**src/sts_pkg.sv**
```systemverilog
package sts_pkg;

    typedef enum logic [3:0] {
        K_IDENT    = 4'd0,
        K_FALSE    = 4'd1,
        K_TRUE     = 4'd2,
        K_STRING   = 4'd3,
        K_LPAREN   = 4'd4,
        K_RPAREN   = 4'd5,
        K_QUOTE    = 4'd6,
        K_BACKTICK = 4'd7,
        K_COMMA    = 4'd8,
        K_COMMA_AT = 4'd9,
        K_EOF      = 4'd10,
        K_ERROR    = 4'd11
    } t_kind;

    typedef enum logic [1:0] {
        E_NONE     = 2'd0,
        E_BAD_CHAR = 2'd1,
        E_OPEN_STR = 2'd2
    } t_err;

    typedef struct packed {
        logic        last;
        t_err        err;
        logic [31:0] length;
        logic [31:0] start;
        t_kind       kind;
    } t_token;

    // Up to two tokens produced by one input word, in delivery order
    typedef struct packed {
        logic [1:0] count;
        t_token     tok0;
        t_token     tok1;
    } t_push;

    localparam int unsigned OUT_DATA_BITS = 72;
    localparam int unsigned FIFO_DEPTH    = 4;

    localparam logic [31:0] SPAN_MAX = 32'hFFFF_FFFF;

    localparam logic [7:0] CH_SEMI    = 8'h3B;
    localparam logic [7:0] CH_BAR     = 8'h7C;
    localparam logic [7:0] CH_HASH    = 8'h23;
    localparam logic [7:0] CH_DQUOTE  = 8'h22;
    localparam logic [7:0] CH_LPAREN  = 8'h28;
    localparam logic [7:0] CH_RPAREN  = 8'h29;
    localparam logic [7:0] CH_QUOTE   = 8'h27;
    localparam logic [7:0] CH_BTICK   = 8'h60;
    localparam logic [7:0] CH_COMMA   = 8'h2C;
    localparam logic [7:0] CH_AT      = 8'h40;
    localparam logic [7:0] CH_LF      = 8'h0A;
    localparam logic [7:0] CH_CR      = 8'h0D;
    localparam logic [7:0] CH_LOWER_T = 8'h74;
    localparam logic [7:0] CH_LOWER_F = 8'h66;

    function automatic logic is_space(input logic [7:0] c);
        return (c == 8'h20) || (c >= 8'h09 && c <= 8'h0D);
    endfunction

    function automatic logic is_alpha(input logic [7:0] c);
        return (c >= 8'h61 && c <= 8'h7A) || (c >= 8'h41 && c <= 8'h5A);
    endfunction

    function automatic logic is_spec(input logic [7:0] c);
        return (c == 8'h21) || (c == 8'h24) || (c == 8'h25) || (c == 8'h26) ||
               (c == 8'h2A) || (c == 8'h2F) || (c == 8'h3A) || (c == 8'h3C) ||
               (c == 8'h3D) || (c == 8'h3E) || (c == 8'h3F) || (c == 8'h5E) ||
               (c == 8'h5F) || (c == 8'h7E);
    endfunction

    function automatic logic is_init(input logic [7:0] c);
        return is_alpha(c) || is_spec(c);
    endfunction

    function automatic logic is_subs(input logic [7:0] c);
        return is_init(c) || (c >= 8'h30 && c <= 8'h39) || (c == 8'h2B) ||
               (c == 8'h2D) || (c == 8'h2E) || (c == CH_AT);
    endfunction

endpackage

```
**src/scheme_token_scanner_core.sv**
```systemverilog
// Channel    Direction  Contents
// s_axis     in         tdata: char_code; tuser: end_flag
// m_axis     out        tdata: token_kind, token_start, token_length, error_code; tlast: last_flag
//
// One input word is scanned per cycle while s_axis tready is high; its tokens are
// registered into a four-entry output queue and leave it one per cycle while m_axis tready is high.
// A word that yields two tokens (flushed identifier or comma, or end of input with a
// token still open) fills two queue slots, so the input stalls while
// the queue has under two free slots.
// Synchronous active-low reset clears the scanner state and the queue.
// Stalls on m_axis back up through the queue into s_axis tready.
module scheme_token_scanner_core #(
    parameter int unsigned POSITION_BITS = 32
) (
    input  logic        i_clk,
    input  logic        i_rst_n,
    input  logic        i_s_axis_tvalid,
    output logic        o_s_axis_tready,
    input  logic [7:0]  i_s_axis_tdata,   // [7:0] char_code
    input  logic        i_s_axis_tuser,   // [0] end_flag
    output logic        o_m_axis_tvalid,
    input  logic        i_m_axis_tready,
    output logic [71:0] o_m_axis_tdata,   // [3:0] kind, [35:4] start, [67:36] length, [69:68] error
    output logic        o_m_axis_tlast    // last_flag
);
    import sts_pkg::*;

    logic   accept;
    logic   room;
    t_push  push;
    t_token tok;

    assign o_s_axis_tready = room;
    assign accept          = i_s_axis_tvalid && room;

    sts_scan #(
        .POSITION_BITS (POSITION_BITS)
    ) u_scan (
        .i_clk    (i_clk),
        .i_rst_n  (i_rst_n),
        .i_accept (accept),
        .i_char   (i_s_axis_tdata),
        .i_end    (i_s_axis_tuser),
        .o_push   (push)
    );

    sts_ofifo u_ofifo (
        .i_clk   (i_clk),
        .i_rst_n (i_rst_n),
        .i_push  (push),
        .i_pop   (i_m_axis_tready),
        .o_room  (room),
        .o_valid (o_m_axis_tvalid),
        .o_tok   (tok)
    );

    assign o_m_axis_tdata = OUT_DATA_BITS'({tok.err, tok.length, tok.start, tok.kind});
    assign o_m_axis_tlast = tok.last;

endmodule

```
**src/sts_scan.sv**
```systemverilog
module sts_scan #(
    parameter int unsigned POSITION_BITS = 32
) (
    input  logic          i_clk,
    input  logic          i_rst_n,
    input  logic          i_accept,
    input  logic [7:0]    i_char,
    input  logic          i_end,
    output sts_pkg::t_push o_push
);
    import sts_pkg::*;

    typedef enum logic [2:0] {
        M_IDLE, M_COMMENT, M_IDENT, M_BAR, M_HASH, M_STRING, M_COMMA, M_DONE
    } t_mode;

    t_mode                    r_mode, n_mode;
    logic [POSITION_BITS-1:0] r_pos, n_pos;
    logic [POSITION_BITS-1:0] r_origin, n_origin;
    logic [31:0]              r_span, n_span;

    logic [POSITION_BITS-1:0] pos_inc;
    logic [31:0]              span_inc;
    logic [31:0]              pos32, origin32;

    // Result of scanning the current word from idle
    t_mode  idle_mode;
    logic   idle_tv;
    t_token idle_tok;

    // Token flushed ahead of the main one, and the main one
    logic   pre_v, main_v, do_idle;
    t_token pre_tok, main_tok;

    function automatic t_token mk(input t_kind k, input logic [31:0] s,
                                  input logic [31:0] l, input t_err e);
        t_token t;
        t.kind   = k;
        t.start  = s;
        t.length = l;
        t.err    = e;
        t.last   = 1'b0;
        return t;
    endfunction

    assign pos_inc  = (r_pos == '1) ? r_pos : r_pos + 1'b1;
    assign span_inc = (r_span == SPAN_MAX) ? r_span : r_span + 32'd1;
    assign pos32    = 32'(r_pos);
    assign origin32 = 32'(r_origin);

    always_comb begin
        idle_mode = M_IDLE;
        idle_tv   = 1'b0;
        idle_tok  = mk(K_ERROR, pos32, 32'd1, E_BAD_CHAR);
        if (is_space(i_char)) begin
            idle_mode = M_IDLE;
        end else if (i_char == CH_SEMI) begin
            idle_mode = M_COMMENT;
        end else if (is_init(i_char)) begin
            idle_mode = M_IDENT;
        end else if (i_char == CH_BAR) begin
            idle_mode = M_BAR;
        end else if (i_char == CH_HASH) begin
            idle_mode = M_HASH;
        end else if (i_char == CH_DQUOTE) begin
            idle_mode = M_STRING;
        end else if (i_char == CH_LPAREN) begin
            idle_tv  = 1'b1;
            idle_tok = mk(K_LPAREN, pos32, 32'd1, E_NONE);
        end else if (i_char == CH_RPAREN) begin
            idle_tv  = 1'b1;
            idle_tok = mk(K_RPAREN, pos32, 32'd1, E_NONE);
        end else if (i_char == CH_QUOTE) begin
            idle_tv  = 1'b1;
            idle_tok = mk(K_QUOTE, pos32, 32'd1, E_NONE);
        end else if (i_char == CH_BTICK) begin
            idle_tv  = 1'b1;
            idle_tok = mk(K_BACKTICK, pos32, 32'd1, E_NONE);
        end else if (i_char == CH_COMMA) begin
            idle_mode = M_COMMA;
        end else begin
            idle_tv = 1'b1;
        end
    end

    always_comb begin
        n_mode   = r_mode;
        n_pos    = r_pos;
        n_origin = r_origin;
        n_span   = r_span;
        pre_v    = 1'b0;
        pre_tok  = mk(K_IDENT, origin32, r_span, E_NONE);
        main_v   = 1'b0;
        main_tok = mk(K_EOF, pos32, 32'd0, E_NONE);
        do_idle  = 1'b0;
        if (r_mode == M_DONE) begin
            main_v = 1'b1;
        end else if (i_end) begin
            main_v = 1'b1;
            n_mode = M_DONE;
            case (r_mode)
                M_IDENT, M_BAR: begin
                    pre_v = 1'b1;
                end
                M_HASH: begin
                    pre_v   = 1'b1;
                    pre_tok = mk(K_ERROR, origin32, 32'd1, E_BAD_CHAR);
                end
                M_STRING: begin
                    pre_v   = 1'b1;
                    pre_tok = mk(K_ERROR, origin32, r_span, E_OPEN_STR);
                end
                M_COMMA: begin
                    pre_v   = 1'b1;
                    pre_tok = mk(K_COMMA, origin32, 32'd1, E_NONE);
                end
                default: begin
                    pre_v = 1'b0;
                end
            endcase
        end else begin
            case (r_mode)
                M_COMMENT: begin
                    if (i_char == CH_LF || i_char == CH_CR) begin
                        n_mode = M_IDLE;
                    end
                    n_pos = pos_inc;
                end
                M_IDENT: begin
                    if (is_subs(i_char)) begin
                        n_span = span_inc;
                        n_pos  = pos_inc;
                    end else begin
                        // flush the identifier, then rescan this word
                        pre_v   = 1'b1;
                        do_idle = 1'b1;
                    end
                end
                M_BAR, M_STRING: begin
                    n_span = span_inc;
                    n_pos  = pos_inc;
                    if ((r_mode == M_BAR && i_char == CH_BAR) ||
                        (r_mode == M_STRING && i_char == CH_DQUOTE)) begin
                        main_v   = 1'b1;
                        main_tok = mk((r_mode == M_BAR) ? K_IDENT : K_STRING,
                                      origin32, span_inc, E_NONE);
                        n_mode   = M_IDLE;
                    end
                end
                M_HASH: begin
                    main_v = 1'b1;
                    if (i_char == CH_LOWER_T) begin
                        main_tok = mk(K_TRUE, origin32, 32'd2, E_NONE);
                    end else if (i_char == CH_LOWER_F) begin
                        main_tok = mk(K_FALSE, origin32, 32'd2, E_NONE);
                    end else begin
                        main_tok = mk(K_ERROR, origin32, 32'd2, E_BAD_CHAR);
                    end
                    n_mode = M_IDLE;
                    n_pos  = pos_inc;
                end
                M_COMMA: begin
                    if (i_char == CH_AT) begin
                        main_v   = 1'b1;
                        main_tok = mk(K_COMMA_AT, origin32, 32'd2, E_NONE);
                        n_mode   = M_IDLE;
                        n_pos    = pos_inc;
                    end else begin
                        pre_v   = 1'b1;
                        pre_tok = mk(K_COMMA, origin32, 32'd1, E_NONE);
                        do_idle = 1'b1;
                    end
                end
                default: begin
                    do_idle = 1'b1;
                end
            endcase
            if (do_idle) begin
                n_mode   = idle_mode;
                n_origin = r_pos;
                n_span   = 32'd1;
                n_pos    = pos_inc;
                main_v   = idle_tv;
                main_tok = idle_tok;
            end
        end
    end

    // Order the tokens and mark the final one of this word
    always_comb begin
        o_push.count = {1'b0, pre_v} + {1'b0, main_v};
        o_push.tok0  = pre_v ? pre_tok : main_tok;
        o_push.tok1  = main_tok;
        if (pre_v && main_v) begin
            o_push.tok1.last = 1'b1;
        end else begin
            o_push.tok0.last = 1'b1;
        end
        if (!i_accept) begin
            o_push.count = 2'd0;
        end
    end

    always_ff @(posedge i_clk) begin
        if (!i_rst_n) begin
            r_mode   <= M_IDLE;
            r_pos    <= '0;
            r_origin <= '0;
            r_span   <= '0;
        end else if (i_accept) begin
            r_mode   <= n_mode;
            r_pos    <= n_pos;
            r_origin <= n_origin;
            r_span   <= n_span;
        end
    end

endmodule

```
**src/sts_ofifo.sv**
```systemverilog
module sts_ofifo (
    input  logic            i_clk,
    input  logic            i_rst_n,
    input  sts_pkg::t_push  i_push,
    input  logic            i_pop,
    output logic            o_room,
    output logic            o_valid,
    output sts_pkg::t_token o_tok
);
    import sts_pkg::*;

    localparam int unsigned PTR_BITS = $clog2(FIFO_DEPTH);
    localparam int unsigned CNT_BITS = $clog2(FIFO_DEPTH + 1);

    t_token              r_mem [FIFO_DEPTH];
    logic [PTR_BITS-1:0] r_wr, r_rd;
    logic [CNT_BITS-1:0] r_cnt;
    logic [PTR_BITS-1:0] wr_next;
    logic                pop;

    assign wr_next = r_wr + 1'b1;
    assign o_valid = (r_cnt != '0);
    assign o_tok   = r_mem[r_rd];
    assign pop     = i_pop && o_valid;
    // keep space for the worst case of two tokens from one word
    assign o_room  = (r_cnt <= CNT_BITS'(FIFO_DEPTH - 2));

    always_ff @(posedge i_clk) begin
        if (i_push.count != 2'd0) begin
            r_mem[r_wr] <= i_push.tok0;
        end
        if (i_push.count == 2'd2) begin
            r_mem[wr_next] <= i_push.tok1;
        end
    end

    always_ff @(posedge i_clk) begin
        if (!i_rst_n) begin
            r_wr  <= '0;
            r_rd  <= '0;
            r_cnt <= '0;
        end else begin
            r_wr  <= r_wr + PTR_BITS'(i_push.count);
            r_rd  <= r_rd + PTR_BITS'(pop);
            r_cnt <= r_cnt + CNT_BITS'(i_push.count) - CNT_BITS'(pop);
        end
    end

endmodule

```
**config.mk**
```make
export PLATFORM = sky130hd
export DESIGN_NAME = scheme_token_scanner_core
export DESIGN_NICKNAME = d
export VERILOG_FILES = /design/src/sts_pkg.sv /design/src/scheme_token_scanner_core.sv /design/src/sts_scan.sv /design/src/sts_ofifo.sv
export SDC_FILE = /design/constraint.sdc
export NUM_CORES = 1
export LEC_CHECK = 0
export BUFFER_PORTS_ARGS = -buffer_cell sky130_fd_sc_hd__buf_4
export CORE_MARGIN = 2
export CORE_UTILIZATION = 53
export CTS_CLUSTER_SIZE = 8
export DETAILED_ROUTE_END_ITERATION = 6
export PLACE_DENSITY = 0.8
export SYNTH_ARGS = -nofsm -noshare
export SYNTH_HDL_FRONTEND = slang
export SYNTH_SLANG_ARGS = --single-unit
```
**constraint.sdc**
```tcl
create_clock -name i_clk -period 9.7 [get_ports i_clk]
set_input_delay 1.94 -clock i_clk [delete_from_list [all_inputs] [get_ports i_clk]]
set_output_delay 1.94 -clock i_clk [all_outputs]
set_load 0.01 [all_outputs]
```
==> results of run 1 <==
## worst paths after layout
check | start | endpoint | cells past startpoint
worst max-delay path | i_s_axis_tdata[4] | u_ofifo.r_mem[2][61] | 15
worst min-delay path | u_ofifo.r_mem[3][69] | u_ofifo.r_mem[3][69] | 2
worst max register to register | u_scan.r_mode[2] | u_ofifo.r_mem[2][61] | 15
worst min register to register | u_ofifo.r_mem[3][69] | u_ofifo.r_mem[3][69] | 2
## routing by layer
metal  wire length (um)  vias up  share of wire (%)
li1                   -     7141                  -
met1              22600     7799                 40
met2              26800     1032                 47
met3               5790      185                 10
met4               2010        0                3.5
met5                  0        -                  0
## final cells by class
type / count / area (um2)
Tap cell: 518 / 648
Timing Repair Buffer: 106 / 796
Multi-Input combinational cell: 1302 / 9130
Clock buffer: 96 / 1520
Inverter: 20 / 80.1
Fill cell: 3141 / 15700
Clock inverter: 2 / 36.3
Sequential cell: 390 / 10600
## where the power goes
group,switching (W),total [W],internal [W]
logic,0.000785,0.00130,0.000512
registers,0.000114,0.00209,0.00197
clock network,0.000702,0.00175,0.00105
## sequential cells by signal (all words and copies together), names as in the netlist
| register | flops |
|---|---|
| u_scan.r_mode | 3 |
| u_scan.origin32 | 32 |
| u_ofifo.r_cnt | 3 |
| u_ofifo.r_mem | 284 |
| u_ofifo.r_rd | 2 |
| u_scan.pos32 | 32 |
| u_ofifo.r_wr | 2 |
| u_scan.r_span | 32 |
## per-stage QoR
stage | hold slack, ns | instance area [um2]
floorplan | 0.438 | 20700
global placement | 0.455 | 21300
detailed placement | 0.470 | 21300
CTS | 0.483 | 22800
global route | 0.512 | 22800
finish | 0.495 | 22800
## critical path, stage by stage
cell	delay, ns
buf_4	0.15
nor4b_2	0.62
a311oi_1	0.31
and4_1	0.48
o311ai_4	0.93
inv_2	0.11
ha_1	0.41
o211ai_1	0.37
nor2_1	0.24
nor2_2	0.72
clkinv_2	0.84
nand2_1	0.39
nor2_1	0.08
o21ai_1	0.13
o31ai_1	0.11
## layout by cell type, fill, tap and decap left out, types with 10 or more instances in the layout
cell | netlist | layout
and3_1 | 20 | 20
or3_1 | 10 | 10
o22ai_1 | 34 | 34
xnor2_1 | 36 | 36
and2_1 | 47 | 47
nor2_1 | 81 | 78
mux4_2 | 71 | 71
a21oi_1 | 121 | 120
nand2_1 | 269 | 269
o21ai_0 | 35 | 35
xor2_1 | 10 | 10
o2bb2ai_1 | 130 | 130
o21a_1 | 10 | 10
o31ai_1 | 34 | 34
nor3_1 | 32 | 32
dfxtp_1 | 110 | 108
o21ai_1 | 63 | 62
clkbuf_16 | 0 | 54
buf_4 | 5 | 106
nand4_1 | 30 | 30
inv_1 | 19 | 15
nor2b_1 | 13 | 13
nand3_1 | 43 | 43
clkbuf_1 | 93 | 41
edfxtp_1 | 280 | 280
and4_1 | 15 | 15
a21boi_1 | 43 | 43
## synth_stat cells, types with 36 or more instances
cell type,count,area (um2)
o21ai_1,63,315
dfxtp_1,110,2200
edfxtp_1,280,8410
clkbuf_1,93,349
o2bb2ai_1,130,1140
a21boi_1,43,323
mux4_2,71,1600
a21oi_1,121,606
and2_1,47,294
nand3_1,43,215
xnor2_1,36,315
nor2_1,81,304
nand2_1,269,1010
## cells by family after synthesis
kind of cell / Yosys count
other: 1
XOR/XNOR: 46
AO/OA/AOI/OAI: 547
flip-flops: 390
multiplexers: 73
AND/OR/NAND/NOR: 625
adder cells (fa/ha/maj): 9
buffers and inverters: 187
==> out/results.tsv, run 1 <==
stage	metric	value	unit
outcome	status	finished with violations	
outcome	failing checks	design-rule violations	
timing	setup TNS	0	ns
route	Vias/cell	6.64	
clocking	root buffer cell	clkbuf_16	
global_route	first-pass GRT wire length	88900	um
clocking	CTS tree	yes	
worst_setup_path	Setup crit end kind	flip-flop	
worst_setup_path	arrival time worst endpoint	7.90	ns
global_route	vias in the first global route	15819	
clocking	hold_buf cts	0	
power	Overall Power	0.00513	W
logic_synthesis	Netlist cell types	87	
final_layout	P&R area growth vs syn	10.5	%
route	vias	16157	
global_route	met3 GRT Util	4.97	%
timing	Slew Limit Fails	0	
route	DRT Pass-1 Iters	7	
clocking	CTS max path bufs	3	
timing	Worst Tran Pin Value	1.26	ns
timing	unrepaired setup endpoints after global routing	no	
worst_setup_path	critical path fanouts, max	33	
logic_synthesis	Synth Instances	1878	
global_route	busiest grt layer	met2	
worst_setup_path	Critical Path Start Type	input pin	
final_layout	fin cells	2434	
worst_setup_path	critical path required time	10.00	ns
logic_synthesis	Post-Synth XOR/XNOR Area	1.95	%
floorplanning	die width	201	um
global_route	largest net degree at the start of global routing	93	
final_layout	Nets	1896	
power	Worst VDD drop	0.148	mV
logic_synthesis	Post-synth EDFFs	280	
route	DRT iter0 DRCs	2311	
clocking	Num CTS Buffers	54	
logic_synthesis	Top FF cell, synth	edfxtp_1	
floorplanning	Die H	201	um
floorplanning	Core ar.	38600	um2
place	Detailed Place HPWL	34700	um
final_layout	Diodes inserted	0	
timing	Final Hold Violating Endpoints	0	
global_route	Congestion Overflow GR	0	
floorplanning	I/O pin cnt	88	
logic_synthesis	largest family of logic cells by synthesized area	compound AO/OA/AOI/OAI gates	
floorplanning	Starting Density	53.6	%
final_layout	layout cells sized above 1	15.0	%
logic_synthesis	fraction of synthesized area in multiplexers	7.85	%
clocking	Clock Pin Slew Worst Setup and Hold Paths	0.05	ns
timing	setup violators final	0	
power	Power Density	225	nW/um2
route	DR WL/cell	23.5	um
global_route	met1 Track Usage GR	37.7	%
place	Final Wtd Congestion	0.916	
logic_synthesis	Post-Synth Adder-Cell Area	0.582	%
final_layout	fin util	59.2	%
clocking	H-tree depth	2	
global_route	Overall Global Routing Usage	27.8	%
place	port buffer count	85	
global_route	antenna violations before repair	0	
clocking	post-CTS resize count	0	
place	Cells after DPL	2336	
place	dpl ws	1.62	ns
worst_setup_path	Worst Setup Path Type	in -> reg	
floorplanning	die area	40600	um2
logic_synthesis	syn avg cell area	11.0	um2
logic_synthesis	Seq/Total Area, Yosys	51.4	%
timing	min Tclk post-route	7.60	ns
floorplanning	row count	72	
clocking	post-CTS setup buffer count	0	
route	drt total wl	57300	um
timing	fin worst setup slack	2.10	ns
logic_synthesis	Seq cells post-synth	390	
timing	Worst slew margin	15.8	%
route	Routed Antenna Nets	0	
job	Max-Cap Viols	0	
min_path	Hold Path Class	reg -> reg	
clocking	Worst-Skew Late Latency	0.58	ns
timing	Final Skew	0.0168	ns
clocking	CTS sink cnt	390	
timing	Fmax	132	MHz
logic_synthesis	Synth Area in Compound Gates	18.6	%
logic_synthesis	ys async rst share	0	%
global_route	met2 usage	44.8	%
logic_synthesis	simple-gate share of the synthesized area	15.0	%
logic_synthesis	Syn Std Cell Area	20600	um2
timing	Tcrit/Tclk final	78.3	%
route	post-route DRC violation count	1	
power	cell leakage power	7.09	nW
logic_synthesis	Synthesis Warnings	0	
worst_setup_path	Reg2Reg Setup Slack	3.48	ns
Note: power is estimated with default switching activity, not from simulation.
==> inputs of run 2 (changes only) <==
Clock period 9.7 ns to 7.55 ns, I/O delays scaled along.
==> out/results.tsv, run 2 (synthesized netlist as in run 1, its figures left out) <==
stage	metric	value	unit	change
timing	Tcrit/Tclk final	76.1	%	
floorplanning	Die H	201	um	unchanged
global_route	Overall Global Routing Usage	28.2	%	was 27.8%
power	internal power	0.00459	W	was 0.00353 W
min_path	hold path endpoint	u_ofifo.r_mem[0][69]		was u_ofifo.r_mem[3][69]
worst_setup_path	reg2reg end	u_ofifo.r_mem[1][56]		was u_ofifo.r_mem[2][61]
route	drt total wl	58500	um	was 57300 um
route	DR WL/cell	23.8	um	was 23.5 um
power	Power Density	290	nW/um2	was 225 nW/um2
timing	Final Skew	0.0204	ns	was 0.0168 ns
power	Worst VDD drop	0.172	mV	was 0.148 mV
worst_setup_path	Setup crit end kind	flip-flop		unchanged
power	Reg power frac	40.5	%	was 40.7%
timing	Worst slew margin	4.48	%	was 15.8%
worst_setup_path	Reg2Reg Setup Slack	2.50	ns	was 3.48 ns
place	placed instance area	21400	um2	was 21300 um2
min_path	Worst Min Path Start	u_ofifo.r_mem[0][69]		was u_ofifo.r_mem[3][69]
timing	Slew Limit Fails	0		unchanged
route	Routed Antenna Nets	0		unchanged
worst_setup_path	r2r worst-path depth	14		was 15
floorplanning	die width	201	um	unchanged
power	NetSw	0.00210	W	was 0.00160 W
power	Comb pwr share	25.3	%	about the same
floorplanning	Starting Density	53.6	%	unchanged
worst_setup_path	Cell Chain, Critical Path	buf_4 > or4b_4 > o21ai_2 > a311oi_1 > and4_1 > o311ai_4 > buf_4 > inv_2 > ha_1 > o211ai_1 > nor2_1 > nor2_1 > clkinv_2 > buf_4 > a22o_1		was buf_4 > nor4b_2 > a311oi_1 > and4_1 > o311ai_4 > inv_2 > ha_1 > o211ai_1 > nor2_1 > nor2_2 > clkinv_2 > nand2_1 > nor2_1 > o21ai_1 > o31ai_1
timing	final hold slack	0.483	ns	was 0.495 ns
final_layout	Diodes inserted	0		unchanged
timing	Worst Tran Pin Value	1.43	ns	was 1.26 ns
timing	Final Hold Violating Endpoints	0		unchanged
global_route	vias in the first global route	16191		was 15819
timing	unrepaired setup endpoints after global routing	no		unchanged
final_layout	Nets	1916		was 1896
route	DRT iter0 DRCs	2324		was 2311
power	Clock Power Share	34.3	%	was 34.1%
floorplanning	Core ar.	38600	um2	unchanged
final_layout	fin util	59.8	%	was 59.2%
outcome	status	finished clean		was finished with violations
floorplanning	row count	72		unchanged
clocking	H-tree depth	2		unchanged
clocking	Worst-Skew Late Latency	0.60	ns	was 0.58 ns
route	post-route DRC violation count	0		was 1
global_route	antenna violations before repair	0		unchanged
timing	Fmax	174	MHz	
route	vias	16541		was 16157
final_layout	register with the most flip-flops	u_ofifo.r_mem		unchanged
worst_setup_path	Reg2Reg Launch Point	u_scan.r_mode[2]		unchanged
timing	setup TNS	0	ns	unchanged
place	dpl ws	1.32	ns	was 1.62 ns
final_layout	P&R area growth vs syn	11.7	%	was 10.5%
min_path	Hold Path Class	reg -> reg		unchanged
clocking	hold_buf cts	0		unchanged
clocking	CTS tree	yes		unchanged
clocking	Clock Pin Slew Worst Setup and Hold Paths	0.05	ns	about the same
worst_setup_path	slowest stage delay, CP	0.60	ns	was 0.93 ns
clocking	Num CTS Buffers	54		unchanged
final_layout	final instance area	23100	um2	was 22800 um2
timing	setup violators final	0		unchanged
global_route	first-pass GRT wire length	90300	um	was 88900 um
place	port buffer count	85		unchanged
global_route	Congestion Overflow GR	0		unchanged
route	Vias/cell	6.73		was 6.64
worst_setup_path	CP most frequent cell	buf_4		was nor2_1
timing	min Tclk post-route	5.75	ns	
global_route	largest net degree at the start of global routing	84		was 93
floorplanning	I/O pin cnt	88		unchanged
final_layout	most common cell after layout, fill and taps aside	edfxtp_1		unchanged
clocking	post-CTS resize count	0		unchanged
clocking	CTS sink cnt	390		unchanged
worst_setup_path	critical path fanouts, max	54		was 33
clocking	CTS max path bufs	3		unchanged
worst_setup_path	Worst Setup Path Type	in -> reg		unchanged
worst_setup_path	arrival time worst endpoint	6.07	ns	was 7.90 ns
final_layout	layout cells sized above 1	15.9	%	was 15.0%
power	Sw Ratio	31.4	%	was 31.2%
route	DRT Pass-1 Iters	6		was 7
place	Final Wtd Congestion	0.904		was 0.916
worst_setup_path	Critical Path Start Type	input pin		unchanged
timing	fin worst setup slack	1.80	ns	was 2.10 ns
place	Detailed Place HPWL	34500	um	was 34700 um
power	cell leakage power	7.22	nW	was 7.09 nW
min_path	Worst Hold Depth	2		unchanged
job	Max-Cap Viols	0		unchanged
worst_setup_path	critical path required time	7.87	ns	was 10.00 ns
final_layout	commonest cells after routing, fill and taps aside	280 x edfxtp_1, 269 x nand2_1, 130 x o2bb2ai_1, 124 x buf_4, 120 x a21oi_1		was 280 x edfxtp_1, 269 x nand2_1, 130 x o2bb2ai_1, 120 x a21oi_1, 108 x dfxtp_1
clocking	root buffer cell	clkbuf_16		unchanged
worst_setup_path	CP max stage cell	or4b_4		was o311ai_4
clocking	post-CTS setup buffer count	0		unchanged
final_layout	max reg flops	284		unchanged
floorplanning	die area	40600	um2	unchanged
run 2: metal layers:
| layer | wire length (um) | GRT usage [%] |
|---|---|---|
| met1 | 23000 | 39.0 |
| met2 | 27100 | 44.4 |
| met3 | 6520 | 5.12 |
| met4 | 1790 | 11.3 |
| met5 | 0 | 0 |
run 2: final cells by class:
cell class / instances / area, um2
Fill cell: 3064 / 15500
Sequential cell: 390 / 10600
Multi-Input combinational cell: 1302 / 9130
Clock buffer: 99 / 1550
Timing Repair Buffer: 126 / 971
Tap cell: 518 / 648
Inverter: 20 / 80.1
Clock inverter: 2 / 60.1
run 2: worst max-delay path by stage:
stage	from	to	slack [ns]
6_report	i_s_axis_tdata[0]	u_ofifo.r_mem[1][56]	1.80
5_1_grt	i_s_axis_tdata[0]	u_ofifo.r_mem[1][64]	1.59
4_1_cts	i_s_axis_tdata[0]	u_ofifo.r_mem[1][56]	1.92
3_5_place_dp	i_s_axis_tdata[0]	u_ofifo.r_mem[1][56]	1.32
3_3_place_gp	i_s_axis_tdata[0]	u_ofifo.r_mem[0][67]	1.42
2_1_floorplan	i_s_axis_tdata[1]	u_ofifo.r_mem[0][65]	0.59
run 2: worst max-delay path: cells and delay by family:
family | cells | cell delay (ns)
buf+inv | 5 | 1.12
fa+ha+maj | 1 | 0.36
simple gates | 4 | 1.73
compound gates | 5 | 1.31
run 2: metrics by stage:
step | total power, W | cells
CTS | 0.00667 | 2457
global route | 0.00689 | 2457
detailed placement | 0.00441 | 2356
floorplan | 0.00371 | 1879
finish | 0.00669 | 2457
global placement | 0.00438 | 2356
run 2: power by group through the flow:
stage          clock network (W)  logic (W)  registers [W]
4_1_cts                  0.00229    0.00167        0.00271
3_5_place_dp                   0    0.00167        0.00274
5_1_grt                  0.00238    0.00178        0.00273
3_3_place_gp                   0    0.00165        0.00273
2_1_floorplan                  0    0.00109        0.00262
6_report                 0.00229    0.00169        0.00270
